==> src/design/ift_pkg.sv <==
// ----------------------------------------------------------------------------
// ift_pkg
// Shared types, codes and decode tables of the instruction fetch tracer.
// ----------------------------------------------------------------------------
package ift_pkg;

    typedef enum logic [1:0] {
        KIND_FETCH  = 2'd0,
        KIND_VECTOR = 2'd1,
        KIND_OTHER  = 2'd2,
        KIND_SPARE  = 2'd3
    } ift_kind_t;

    localparam logic REC_INSN   = 1'b0;
    localparam logic REC_VECTOR = 1'b1;

    localparam logic [4:0] MODE_PCR  = 5'd15;
    localparam logic [4:0] MODE_PCRL = 5'd16;

    // length codes: 1..4 fixed, otherwise sized by M or X
    localparam logic [2:0] LEN_M = 3'd5;
    localparam logic [2:0] LEN_X = 3'd6;
    localparam logic [2:0] LEN_MAX = 3'd4;

    typedef struct packed {
        ift_kind_t   mode;
        logic [7:0]  bank;
        logic [15:0] address;
        logic [7:0]  data;
        logic        m_flag;
        logic        x_flag;
    } ift_item_t;

    typedef struct packed {
        logic        record_kind;
        logic [7:0]  record_bank;
        logic [15:0] record_address;
        logic [7:0]  opcode;
        logic [23:0] operand;
        logic [2:0]  length;
        logic [4:0]  addr_mode;
        logic [15:0] branch_target;
        logic [15:0] vector_value;
    } ift_result_t;

    localparam logic [4:0] MODE_TAB [256] = '{
        5,9,5,22,3,3,3,20,5,0,4,5,1,1,1,2,
        15,7,19,23,3,10,10,8,5,14,4,5,1,12,12,13,
        1,9,2,22,3,3,3,20,5,0,4,5,1,1,1,2,
        15,7,19,23,10,10,10,8,5,14,4,5,12,12,12,13,
        5,9,0,22,24,3,3,20,5,0,4,5,1,1,1,2,
        15,7,19,23,24,10,10,8,5,14,5,5,2,12,12,13,
        5,9,16,22,3,3,3,20,5,0,4,5,17,1,1,2,
        15,7,19,23,10,10,10,8,5,14,5,5,21,12,12,13,
        15,9,16,22,3,3,3,20,5,0,5,5,1,1,1,2,
        15,7,19,23,10,10,11,8,5,14,5,5,1,12,12,13,
        0,9,0,22,3,3,3,20,5,0,5,5,1,1,1,2,
        15,7,19,23,10,10,11,8,5,14,5,5,12,12,14,13,
        0,9,0,22,3,3,3,20,5,0,5,5,1,1,1,2,
        15,7,19,23,3,10,10,8,5,14,5,5,18,12,12,13,
        0,9,0,22,3,3,3,20,5,0,5,5,1,1,1,2,
        15,7,19,23,0,10,10,8,5,14,5,5,21,12,12,13
    };

    localparam logic [2:0] LEN_TAB [256] = '{
        1,2,1,2,2,2,2,2,1,5,1,1,3,3,3,4,
        2,2,2,2,2,2,2,2,1,3,1,1,3,3,3,4,
        3,2,4,2,2,2,2,2,1,5,1,1,3,3,3,4,
        2,2,2,2,2,2,2,2,1,3,1,1,3,3,3,4,
        1,2,2,2,3,2,2,2,1,5,1,1,3,3,3,4,
        2,2,2,2,3,2,2,2,1,3,1,1,4,3,3,4,
        1,2,3,2,2,2,2,2,1,5,1,1,3,3,3,4,
        2,2,2,2,2,2,2,2,1,3,1,1,3,3,3,4,
        2,2,3,2,2,2,2,2,1,5,1,1,3,3,3,4,
        2,2,2,2,2,2,2,2,1,3,1,1,3,3,3,4,
        6,2,6,2,2,2,2,2,1,5,1,1,3,3,3,4,
        2,2,2,2,2,2,2,2,1,3,1,1,3,3,3,4,
        6,2,2,2,2,2,2,2,1,5,1,1,3,3,3,4,
        2,2,2,2,2,2,2,2,1,3,1,1,3,3,3,4,
        6,2,2,2,2,2,2,2,1,5,1,1,3,3,3,4,
        2,2,2,2,3,2,2,2,1,3,1,1,3,3,3,4
    };

endpackage

==> src/design/ift_collect.sv <==
// ----------------------------------------------------------------------------
// ift_collect
// Record collector: opcode decode, operand gathering, vector pairing and
// result assembly for one access per step.
// ----------------------------------------------------------------------------
module ift_collect (
    input  logic                 clk,
    input  logic                 rst_n,
    input  logic                 step,
    input  ift_pkg::ift_item_t   item,
    input  logic                 trace_enable,
    output logic                 res_valid,
    output ift_pkg::ift_result_t res
);
    import ift_pkg::*;

    logic        collecting_reg,     collecting_next;
    logic [7:0]  rec_bank_reg,       rec_bank_next;
    logic [15:0] rec_pc_reg,         rec_pc_next;
    logic [7:0]  rec_bytes_reg [4];
    logic [7:0]  rec_bytes_next [4];
    logic [2:0]  byte_count_reg,     byte_count_next;
    logic [2:0]  rec_length_reg,     rec_length_next;
    logic        vector_pending_reg, vector_pending_next;
    logic [15:0] vector_address_reg, vector_address_next;
    logic [7:0]  vector_low_reg,     vector_low_next;

    logic        insn_emit;
    logic        vec_emit;
    logic [2:0]  len_code;
    logic [4:0]  op_mode;
    logic [23:0] operand;
    logic [15:0] target;

    always_comb
    begin
        collecting_next     = collecting_reg;
        rec_bank_next       = rec_bank_reg;
        rec_pc_next         = rec_pc_reg;
        rec_bytes_next      = rec_bytes_reg;
        byte_count_next     = byte_count_reg;
        rec_length_next     = rec_length_reg;
        vector_pending_next = vector_pending_reg;
        vector_address_next = vector_address_reg;
        vector_low_next     = vector_low_reg;
        insn_emit           = 1'b0;
        vec_emit            = 1'b0;
        len_code            = LEN_TAB[item.data];
        if (step)
        begin
            unique case (item.mode)
                KIND_FETCH:
                begin
                    if (trace_enable)
                    begin
                        if (collecting_reg)
                        begin
                            if (byte_count_reg < LEN_MAX)
                            begin
                                rec_bytes_next[byte_count_reg[1:0]] = item.data;
                            end
                            byte_count_next = byte_count_reg + 3'd1;
                        end
                        else
                        begin
                            rec_bank_next     = item.bank;
                            rec_pc_next       = item.address;
                            rec_bytes_next[0] = item.data;
                            byte_count_next   = 3'd1;
                            if (len_code == LEN_M)
                            begin
                                rec_length_next = item.m_flag ? 3'd2 : 3'd3;
                            end
                            else if (len_code == LEN_X)
                            begin
                                rec_length_next = item.x_flag ? 3'd2 : 3'd3;
                            end
                            else
                            begin
                                rec_length_next = len_code;
                            end
                            collecting_next = 1'b1;
                        end
                        if (byte_count_next >= rec_length_next)
                        begin
                            collecting_next = 1'b0;
                            insn_emit       = 1'b1;
                        end
                    end
                end
                KIND_VECTOR:
                begin
                    if (vector_pending_reg)
                    begin
                        vector_pending_next = 1'b0;
                        vec_emit            = 1'b1;
                    end
                    else
                    begin
                        vector_pending_next = 1'b1;
                        vector_address_next = item.address;
                        vector_low_next     = item.data;
                    end
                end
                default:
                begin
                end
            endcase
        end
    end

    always_comb
    begin
        op_mode = MODE_TAB[rec_bytes_next[0]];
        operand = '0;
        if (rec_length_next >= 3'd2)
        begin
            operand[7:0] = rec_bytes_next[1];
        end
        if (rec_length_next >= 3'd3)
        begin
            operand[15:8] = rec_bytes_next[2];
        end
        if (rec_length_next >= 3'd4)
        begin
            operand[23:16] = rec_bytes_next[3];
        end
        if (op_mode == MODE_PCR)
        begin
            target = rec_pc_next + 16'd2 + {{8{operand[7]}}, operand[7:0]};
        end
        else if (op_mode == MODE_PCRL)
        begin
            target = rec_pc_next + 16'd3 + operand[15:0];
        end
        else
        begin
            target = '0;
        end

        res       = '0;
        res_valid = insn_emit | vec_emit;
        if (insn_emit)
        begin
            res.record_kind    = REC_INSN;
            res.record_bank    = rec_bank_next;
            res.record_address = rec_pc_next;
            res.opcode         = rec_bytes_next[0];
            res.operand        = operand;
            res.length         = rec_length_next;
            res.addr_mode      = op_mode;
            res.branch_target  = target;
        end
        else if (vec_emit)
        begin
            res.record_kind    = REC_VECTOR;
            res.record_address = vector_address_reg;
            res.vector_value   = {item.data, vector_low_reg};
        end
    end

    always_ff @(posedge clk or negedge rst_n)
    begin
        if (!rst_n)
        begin
            collecting_reg     <= 1'b0;
            rec_bank_reg       <= '0;
            rec_pc_reg         <= '0;
            byte_count_reg     <= '0;
            rec_length_reg     <= '0;
            vector_pending_reg <= 1'b0;
            vector_address_reg <= '0;
            vector_low_reg     <= '0;
        end
        else
        begin
            collecting_reg     <= collecting_next;
            rec_bank_reg       <= rec_bank_next;
            rec_pc_reg         <= rec_pc_next;
            byte_count_reg     <= byte_count_next;
            rec_length_reg     <= rec_length_next;
            vector_pending_reg <= vector_pending_next;
            vector_address_reg <= vector_address_next;
            vector_low_reg     <= vector_low_next;
        end
    end

    always_ff @(posedge clk)
    begin
        rec_bytes_reg <= rec_bytes_next;
    end

endmodule

==> src/design/instruction_fetch_tracer_core.sv <==
// ----------------------------------------------------------------------------
// instruction_fetch_tracer_core
// Bus read tracer: collects instruction records and vector fetch records.
// ----------------------------------------------------------------------------
// Usage:
//   s_axis carries one bus read per beat (kind in tuser, address, data and
//   the M/X flags in tdata). m_axis carries one record per beat: an
//   instruction record once its last byte has been read, or a vector record
//   on the second read of a vector pair. Reads that complete nothing give
//   no beat.
//   cfg_valid/cfg_data write trace_enable; cfg_ready is always high. Write
//   it only while no reads are in flight.
//   Throughput: one read per cycle while m_axis does not stall. Each read is
//   decoded combinationally between the input register and the record
//   register. A record is offered on m_axis once the read that completes it
//   has passed the input register and been decoded into the record register.
//   Reset clears tracing, any open record and any pending vector half.
//   When m_axis stalls, the record register holds and the input register
//   takes one more read; s_axis_tready drops only when both are full.
// ----------------------------------------------------------------------------
module instruction_fetch_tracer_core (
    input  logic        clk,
    input  logic        rst_n,
    input  logic        s_axis_tvalid,
    output logic        s_axis_tready,
    input  logic [39:0] s_axis_tdata,   // bank, address, data, m_flag, x_flag, pad
    input  logic [1:0]  s_axis_tuser,   // mode
    output logic        m_axis_tvalid,
    input  logic        m_axis_tready,
    output logic [95:0] m_axis_tdata,   // record_bank, record_address, opcode, operand,
                                        // length, addr_mode, branch_target, vector_value
    output logic        m_axis_tuser,   // record_kind
    input  logic        cfg_valid,
    output logic        cfg_ready,
    input  logic        cfg_data
);
    import ift_pkg::*;

    logic        trace_enable_reg;
    logic        in_valid_reg;
    ift_item_t   in_reg;
    logic        out_valid_reg;
    ift_result_t out_reg;
    logic        advance;
    logic        res_valid;
    ift_result_t res;

    assign advance       = in_valid_reg & (~out_valid_reg | m_axis_tready);
    assign s_axis_tready = ~in_valid_reg | advance;
    assign cfg_ready     = 1'b1;

    ift_collect u_collect (
        .clk          (clk),
        .rst_n        (rst_n),
        .step         (advance),
        .item         (in_reg),
        .trace_enable (trace_enable_reg),
        .res_valid    (res_valid),
        .res          (res)
    );

    always_ff @(posedge clk or negedge rst_n)
    begin
        if (!rst_n)
        begin
            trace_enable_reg <= 1'b0;
            in_valid_reg     <= 1'b0;
            out_valid_reg    <= 1'b0;
        end
        else
        begin
            if (cfg_valid && cfg_ready)
            begin
                trace_enable_reg <= cfg_data;
            end
            if (s_axis_tvalid && s_axis_tready)
            begin
                in_valid_reg <= 1'b1;
            end
            else if (advance)
            begin
                in_valid_reg <= 1'b0;
            end
            if (advance)
            begin
                out_valid_reg <= res_valid;
            end
            else if (m_axis_tready)
            begin
                out_valid_reg <= 1'b0;
            end
        end
    end

    always_ff @(posedge clk)
    begin
        if (s_axis_tvalid && s_axis_tready)
        begin
            in_reg.mode    <= ift_kind_t'(s_axis_tuser);
            in_reg.bank    <= s_axis_tdata[7:0];
            in_reg.address <= s_axis_tdata[23:8];
            in_reg.data    <= s_axis_tdata[31:24];
            in_reg.m_flag  <= s_axis_tdata[32];
            in_reg.x_flag  <= s_axis_tdata[33];
        end
        if (advance && res_valid)
        begin
            out_reg <= res;
        end
    end

    assign m_axis_tvalid = out_valid_reg;
    assign m_axis_tuser  = out_reg.record_kind;
    assign m_axis_tdata  = {out_reg.vector_value, out_reg.branch_target, out_reg.addr_mode,
                            out_reg.length, out_reg.operand, out_reg.opcode,
                            out_reg.record_address, out_reg.record_bank};

`ifndef SYNTH
    a_stall_holds_input: assert property (@(posedge clk) disable iff (!rst_n)
        out_valid_reg && !m_axis_tready |-> !advance)
        else $error("input stage advanced into a stalled record register");

    a_empty_ready: assert property (@(posedge clk) disable iff (!rst_n)
        !in_valid_reg |-> s_axis_tready)
        else $error("empty input stage not ready");

    a_insn_length: assert property (@(posedge clk) disable iff (!rst_n)
        m_axis_tvalid && out_reg.record_kind == REC_INSN |->
            out_reg.length != 3'd0 && out_reg.length <= LEN_MAX && out_reg.vector_value == '0)
        else $error("instruction record with bad length or vector value");

    a_vector_clean: assert property (@(posedge clk) disable iff (!rst_n)
        m_axis_tvalid && out_reg.record_kind == REC_VECTOR |->
            out_reg.opcode == '0 && out_reg.length == '0 && out_reg.record_bank == '0)
        else $error("vector record carries instruction fields");
`endif

endmodule

==> config.mk <==
export PLATFORM = sky130hd
export DESIGN_NAME = instruction_fetch_tracer_core
export DESIGN_NICKNAME = d
export VERILOG_FILES = /design/src/design/ift_pkg.sv /design/src/design/ift_collect.sv /design/src/design/instruction_fetch_tracer_core.sv
export SDC_FILE = /design/constraint.sdc
export NUM_CORES = 1
export LEC_CHECK = 0
export ABC_AREA = 1
export BUFFER_PORTS_ARGS = -buffer_cell sky130_fd_sc_hd__buf_2
export CORE_MARGIN = 2
export CORE_UTILIZATION = 55
export DETAILED_ROUTE_END_ITERATION = 10
export PLACE_DENSITY = 0.76
export SYNTH_ARGS = -nofsm -noshare
export SYNTH_HDL_FRONTEND = slang
export SYNTH_SLANG_ARGS = --single-unit
==> constraint.sdc <==
create_clock -name clk -period 7.5 [get_ports clk]
set_clock_uncertainty 0.05 [all_clocks]
set_input_delay 0.375 -clock clk [delete_from_list [all_inputs] [get_ports clk]]
set_output_delay 0.375 -clock clk [all_outputs]
set_load 0.1 [all_outputs]
==> parameters.txt, run 1 <==
Parameter                              Value

Synthesis
  Count of flip-flops with a built-in enable after synthesis ... 133
  Synthesis warning total ... 0
  Simple-gate share of the synthesized area ... 19.9%
  Synth Area per Inst ... 9.36 µm²
  Combinational family with the most area after synthesis ... simple AND/OR/NAND/NOR gates
  Yosys top cell by area ... sky130_fd_sc_hd__edfxtp_1
  Cells after synthesis ... 1237
  Synthesized-area fraction occupied by ao, oa, aoi and oai cells ... 9.31%
  Synth area leaders ... sky130_fd_sc_hd__edfxtp_1 (35%), sky130_fd_sc_hd__dfrtp_1 (13%), sky130_fd_sc_hd__nand2_1 (8.9%)
  Summed instance area of the synthesized netlist ... 11600 µm²
  Net count after synthesis ... 1353
  Post-synth top area share ... 34.5%
  Total of flip-flops plus latches after synthesis ... 224
  Count of distinct cell types in the synthesized netlist ... 52
  Fraction of synthesized cell area in xor and xnor cells ... 2.04%
  Seq/Total Area, Yosys ... 52.8%
  Adder-cell share of the synthesized area ... 7.48%
  Most used flip-flop cell after synthesis ... sky130_fd_sc_hd__edfxtp_1
  Fraction of registers with async set or reset after synthesis ... 26.3%
  Fraction of synthesized area in multiplexers ... 1.56%

Routing
  Number of search-and-repair iterations in the first detailed-routing pass ... 6
  Total routed wirelength ... 28700 µm
  Number of DRC markers after the initial detailed-route iteration ... 668
  DRC errors left ... 0
  Vias after detailed routing ... 9118
  Number of antenna-violating nets in the routed design ... 0
  Wire per inst ... 16.9 µm
  Vias per inst ... 5.38

CTS
  Sink Count ... 224
  Number of buffers between clock root and the deepest sink ... 3
  Insertion delay to the later sink of the worst-skew pair ... 0.53 ns
  Buffer type at the clock tree root ... sky130_fd_sc_hd__clkbuf_16
  Buffers inserted by post-CTS timing repair ... 0
  Cts repair resizes ... 0
  Post-CTS clock slew at the launch and capture registers of the worst setup and hold paths ... 0.06 ns
  H-tree depth ... 1
  CTS Hold Bufs ... 35
  Num CTS Buffers ... 23
  TritonCTS clock tree ... yes

Setup path
  CP Data Arrival Time ... 5.99 ns
  Max stage delay cell, worst path ... sky130_fd_sc_hd__edfxtp_1
  Crit-path leading delay family ... simple AND/OR/NAND/NOR gates
  Worst path required time ... 7.70 ns
  Max Fanout on Critical Path ... 11
  Kind of critical path ... register to register
  Worst Setup End Kind ... register
  Critical Path Max Stage Delay ... 0.48 ns
  Length in cells of the worst reg-to-reg path ... 28
  Crit path top cell by count ... sky130_fd_sc_hd__nand2_1
  Instance count on the critical path ... 28
  Setup crit start kind ... register
  Bufs and invs on worst path ... 4

Final layout
  Util after Layout ... 65.1%
  Most frequent standard cell in the layout excluding fill and tap cells ... sky130_fd_sc_hd__nand2_1
  Largest register FFs ... 96
  Area growth from synthesis to layout ... 17.2%
  Share of cells above drive strength 1 ... 18.3%
  Finished Layout Cells ... 1695
  Top library cells by usage in the layout, fill and taps aside ... sky130_fd_sc_hd__nand2_1 (272), sky130_fd_sc_hd__inv_1 (142), sky130_fd_sc_hd__buf_2 (140)
  Finished layout cell area ... 13600 µm²
  Diodes inserted ... 0
  Count of nets after finishing ... 1519
  Fill cell total of the finished layout ... 1657

Floorplan
  Number of I/O pins ... 148
  Starting density of the core ... 55.6%
  Number of core rows ... 53
  Die boundary height ... 149 µm
  Core area ... 20800 µm²
  Floorplan die area ... 22200 µm²
  Chip Width ... 149 µm

Timing
  Crit path time final ... 5.79 ns
  Worst rel slew slack ... 39.1%
  Final cycle utilization of the critical path ... 77.2%
  Setup violators final ... 0
  Setup repair after global routing missed its margin ... no
  Number of max-slew violations in the final report ... 0
  Setup Total Neg Slack ... 0 ns
  Slew of the pin with the lowest slew margin ... 0.913 ns
  Post-Route Hold Slack ... -0.0144 ns
  Hold violation total from the final report ... 22
  Max Clock Freq ... 173 MHz

Worst hold path
  Hold WC Path Type ... primary input to asynchronous set/reset pin

Place
  Inst Count DP ... 1618
  Global placer's final weighted congestion ... 0.919
  Number of port buffers ... 140
  HPWL after DPL ... 19400 µm
  Total cell area at the placement stage ... 12500 µm²

Pwr
  Peak supply drop ... 0.207 mV
  Total Power ... 0.00549 W
  Pwr Density ... 405 nW/µm²
  Standby leakage power ... 6.29 nW

Global route
  First-pass GRT wire length ... 45400 µm
  Global-route usage over all layers ... 26.0%
  Residual overflow from global routing ... 0
  Largest net degree at the start of global routing ... 68
  Number of global-route vias before repair ... 8882
  Initial antenna violation count ... 0

Run status
  Failing checks ... hold timing
  Outcome ... finished with violations

Flow run
  Number of maximum-capacitance violations ... 0
==> layer usage <==
metal / share of wire, % / GRT usage [%] / up-vias
li1: - / - / 4458
met1: 42 / 33.9 / 4238
met2: 48 / 43.5 / 337
met3: 6.1 / 3.67 / 85
met4: 4.3 / 11.7 / 0
met5: 0 / 0 / -
==> stage by stage <==
step | setup WS [ns] | hold slack (ns)
final | 1.71 | -0.0144
after global routing | 1.25 | 0.00195
after CTS | 1.81 | 0.00439
after detailed placement | 1.86 | 0.408
after global placement | 2.07 | 0.398
after floorplan | 1.93 | 0.0294
==> report_power, final <==
part	switching [W]	leakage [nW]	internal [W]
logic	0.00188	3.67	0.000708
registers	0.000131	2.25	0.00165
clock network	0.000480	0.359	0.000649
total	0.00249	6.29	0.00301
==> cells in the mapped netlist, types with 11 or more instances <==
| library cell | instances |
|---|---|
| sky130_fd_sc_hd__a21oi_1 | 52 |
| sky130_fd_sc_hd__nand3_1 | 82 |
| sky130_fd_sc_hd__o21ai_0 | 64 |
| sky130_fd_sc_hd__dfrtp_1 | 59 |
| sky130_fd_sc_hd__a22o_1 | 14 |
| sky130_fd_sc_hd__ha_1 | 66 |
| sky130_fd_sc_hd__nand2_1 | 274 |
| sky130_fd_sc_hd__nand2_2 | 11 |
| sky130_fd_sc_hd__xor2_1 | 15 |
| sky130_fd_sc_hd__nor2_1 | 101 |
| sky130_fd_sc_hd__clkbuf_1 | 22 |
| sky130_fd_sc_hd__mux2_2 | 16 |
| sky130_fd_sc_hd__nand4_1 | 15 |
| sky130_fd_sc_hd__inv_1 | 142 |
| sky130_fd_sc_hd__xnor2_1 | 12 |
| sky130_fd_sc_hd__dfxtp_1 | 32 |
| sky130_fd_sc_hd__edfxtp_1 | 133 |
==> logic make-up (layout without fill, tap and decap cells) <==
kind of cell	Yosys count	in the layout
other	1	1
flip-flops	224	224
XOR/XNOR	27	27
multiplexers	16	16
AO/OA/AOI/OAI	177	177
AND/OR/NAND/NOR	526	526
buffers and inverters	198	381
adder cells (fa/ha/maj)	68	68
==> layout make-up <==
type	instances	area [µm²]	share of cell area (%)
flip-flops and latches	224	6110	45.0
inverters	157	589	4.34
repair buffers	182	1100	8.14
multi-input cells	815	4680	34.5
well taps	275	344	2.54
clock inverters	11	119	0.876
clock buffers	31	616	4.54
==> worst reg2reg max path: cells and delay by family, from the launching register on <==
family / cells / cell delay, ns
simple gates: 13 / 1.59
buf+inv: 4 / 0.72
xor+xnor: 1 / 0.14
fa+ha+maj: 3 / 1.17
compound gates: 7 / 1.34
flops: 1 / 0.48
==> path summary, 6_finish.rpt <==
kind | start | to | slack [ns]
setup / recovery | in_reg[2] | m_axis_tdata[76] | 1.71
hold / removal | rst_n | u_collect.rec_bank_reg[4] | -0.01
min in group clk | cfg_data | trace_enable_reg | 0.02
setup reg to reg | in_reg[2] | m_axis_tdata[76] | 1.71
hold reg to reg | u_collect.rec_bytes_reg[8] | u_collect.rec_bytes_reg[8] | 0.43
max in group asynchronous | rst_n | u_collect.vector_pending_reg | 6.88
(Power assumes the default switching activity.)
==> inputs of run 2 (changes only) <==
Clock period 7.5 ns to 6.01 ns, I/O delays scaled along.
==> run 2 against run 1 <==
  * The flow now finishes without violations
  * Sequential power grew 25%
  * Largest cell class unchanged
  * Clock power is 28% higher
  * Sequential share of layout area down 0.46 points
  * Non-clock buffer count increased by 9
  * Critical path depth increased by 1
==> parameters.txt, run 2 (synthesis results as in run 1) <==
Parameter                              Value

Timing
  Crit path time final ... 5.49 ns (was 5.79 ns)
  Worst rel slew slack ... 45.5% (was 39.1%)
  Number of max-slew violations in the final report ... 0 (unchanged)
  Slew of the pin with the lowest slew margin ... 0.817 ns (was 0.913 ns)
  Final critical-path setup slack ... 0.524 ns (was 1.71 ns)
  Max Clock Freq ... 182 MHz (was 173 MHz)
  Hold violation total from the final report ... 0 (was 22)
  Setup violators final ... 0 (unchanged)
  Final cycle utilization of the critical path ... 91.3% (was 77.2%)
  Setup Total Neg Slack ... 0 ns (unchanged)
  Setup repair after global routing missed its margin ... no (unchanged)

Final layout
  Share of cells above drive strength 1 ... 18.8% (was 18.3%)
  Most frequent standard cell in the layout excluding fill and tap cells ... sky130_fd_sc_hd__nand2_1 (unchanged)
  Fill cell total of the finished layout ... 1639 (was 1657)
  Area taken by multi-input logic gates ... 4680 µm² (unchanged)
  Area growth from synthesis to layout ... 18.4% (was 17.2%)
  Count of nets after finishing ... 1529 (was 1519)
  Diodes inserted ... 0 (unchanged)
  Area used by sequential logic in the layout ... 6110 µm² (unchanged)
  Largest register FFs ... 96 (unchanged)
  Top library cells by usage in the layout, fill and taps aside ... sky130_fd_sc_hd__nand2_1 (272), sky130_fd_sc_hd__inv_1 (142), sky130_fd_sc_hd__buf_2 (140) (unchanged)

Routing
  Total routed wirelength ... 28800 µm (was 28700 µm)
  Number of search-and-repair iterations in the first detailed-routing pass ... 6 (unchanged)
  Number of antenna-violating nets in the routed design ... 0 (unchanged)
  Wire per inst ... 16.9 µm (about the same)
  Vias per inst ... 5.38 (about the same)
  Number of DRC markers after the initial detailed-route iteration ... 718 (was 668)
  Vias after detailed routing ... 9178 (was 9118)
  DRC errors left ... 0 (unchanged)

CTS
  Buffer type at the clock tree root ... sky130_fd_sc_hd__clkbuf_16 (unchanged)
  Cts repair resizes ... 0 (unchanged)
  Buffers inserted by post-CTS timing repair ... 0 (unchanged)
  Post-CTS clock slew at the launch and capture registers of the worst setup and hold paths ... 0.06 ns (about the same)
  TritonCTS clock tree ... yes (unchanged)
  CTS Hold Bufs ... 40 (was 35)
  H-tree depth ... 1 (unchanged)
  Num CTS Buffers ... 24 (was 23)
  Number of buffers between clock root and the deepest sink ... 3 (unchanged)
  Sink Count ... 224 (unchanged)
  Insertion delay to the later sink of the worst-skew pair ... 0.52 ns (was 0.53 ns)

Floorplan
  Starting density of the core ... 55.6% (unchanged)
  Chip Width ... 149 µm (unchanged)
  Floorplan die area ... 22200 µm² (unchanged)
  Core area ... 20800 µm² (unchanged)
  Number of I/O pins ... 148 (unchanged)
  Die boundary height ... 149 µm (unchanged)
  Number of core rows ... 53 (unchanged)

Place
  Dpl ws ... 0.644 ns (was 1.86 ns)
  HPWL after DPL ... 19800 µm (was 19400 µm)
  Global placer's final weighted congestion ... 0.908 (was 0.919)
  Number of port buffers ... 140 (unchanged)

Flow run
  Number of maximum-capacitance violations ... 0 (unchanged)

Pwr
  Standby leakage power ... 6.35 nW (was 6.29 nW)
  Pwr Density ... 505 nW/µm² (was 405 nW/µm²)
  Peak supply drop ... 0.223 mV (was 0.207 mV)

Global route
  First-pass GRT wire length ... 45900 µm (was 45400 µm)
  Residual overflow from global routing ... 0 (unchanged)
  Largest net degree at the start of global routing ... 60 (was 68)
  Initial antenna violation count ... 0 (unchanged)
  Number of global-route vias before repair ... 8985 (was 8882)
  Global-route usage over all layers ... 26.1% (was 26.0%)

Run status
  Outcome ... completed (was finished with violations)

Setup path
  Max stage delay cell, worst path ... sky130_fd_sc_hd__edfxtp_1 (unchanged)
  Worst Setup End Kind ... register (unchanged)
  CP Data Arrival Time ... 5.70 ns (was 5.99 ns)
  Setup crit start kind ... register (unchanged)
  Max Fanout on Critical Path ... 11 (unchanged)
  Worst path required time ... 6.22 ns (was 7.70 ns)
  Crit-path leading delay family ... simple AND/OR/NAND/NOR gates (unchanged)
  Critical Path Max Stage Delay ... 0.46 ns (was 0.48 ns)
  Kind of critical path ... register to register (unchanged)
  Crit path top cell by count ... sky130_fd_sc_hd__nand2_1 (unchanged)
  Bufs and invs on worst path ... 4 (unchanged)

Worst hold path
  Hold WC Path Type ... primary input to register (was primary input to asynchronous set/reset pin)
-- run 2: metal layers --
| layer | vias to the layer above | routed length [µm] | track usage (%) |
|---|---|---|---|
| li1 | 4477 | - | - |
| met1 | 4315 | 12100 | 35.1 |
| met2 | 315 | 14000 | 43.5 |
| met3 | 71 | 1560 | 2.97 |
| met4 | 0 | 1060 | 10.8 |
| met5 | - | 0 | 0 |
-- run 2: final cells by class --
class                      instances  area share [%]
clock buffer                      31            4.79
clock inverter                    12           0.904
timing repair buffer             191            8.73
multi-input combinational        815            34.2
tap                              275            2.51
sequential                       224            44.6
inverter                         157            4.30
-- run 2: through the flow --
step	hold slack [ns]	util, %	power, W	area, µm²	instances
after detailed placement	0.406	60.1	0.00542	12500	1622
after global placement	0.399	60.1	0.00537	12500	1622
after floorplan	-0.0451	-	0.00478	11600	1237
after CTS	0.0426	65.8	0.00692	13700	1705
after global routing	0.0797	65.8	0.00738	13700	1705
final	0.0592	65.8	0.00692	13700	1705
-- run 2: final timing paths --
check	from	to	slack, ns	cells past startpoint
setup / recovery	in_reg[2]	m_axis_tdata[76]	0.52	29
hold / removal	m_axis_tready	in_valid_reg	0.06	4
hold reg to reg	u_collect.rec_bytes_reg[8]	u_collect.rec_bytes_reg[8]	0.42	2
max in group asynchronous	rst_n	u_collect.vector_low_reg[7]	4.93	3
min in group asynchronous	rst_n	u_collect.rec_bank_reg[3]	0.44	3
setup reg to reg	in_reg[2]	m_axis_tdata[76]	0.52	29
-- run 2: worst min-delay path: stages --
cell                      delay (ns)
sky130_fd_sc_hd__buf_2          0.08
sky130_fd_sc_hd__inv_2          0.04
sky130_fd_sc_hd__nand3_1        0.10
sky130_fd_sc_hd__nand2_1        0.06
-- run 2: power breakdown --
group          leakage (nW)  internal, W  total [W]  switching (W)
clock network         0.382     0.000859    0.00145       0.000593
logic                  3.72     0.000893    0.00325        0.00236
registers              2.25      0.00206    0.00222       0.000162
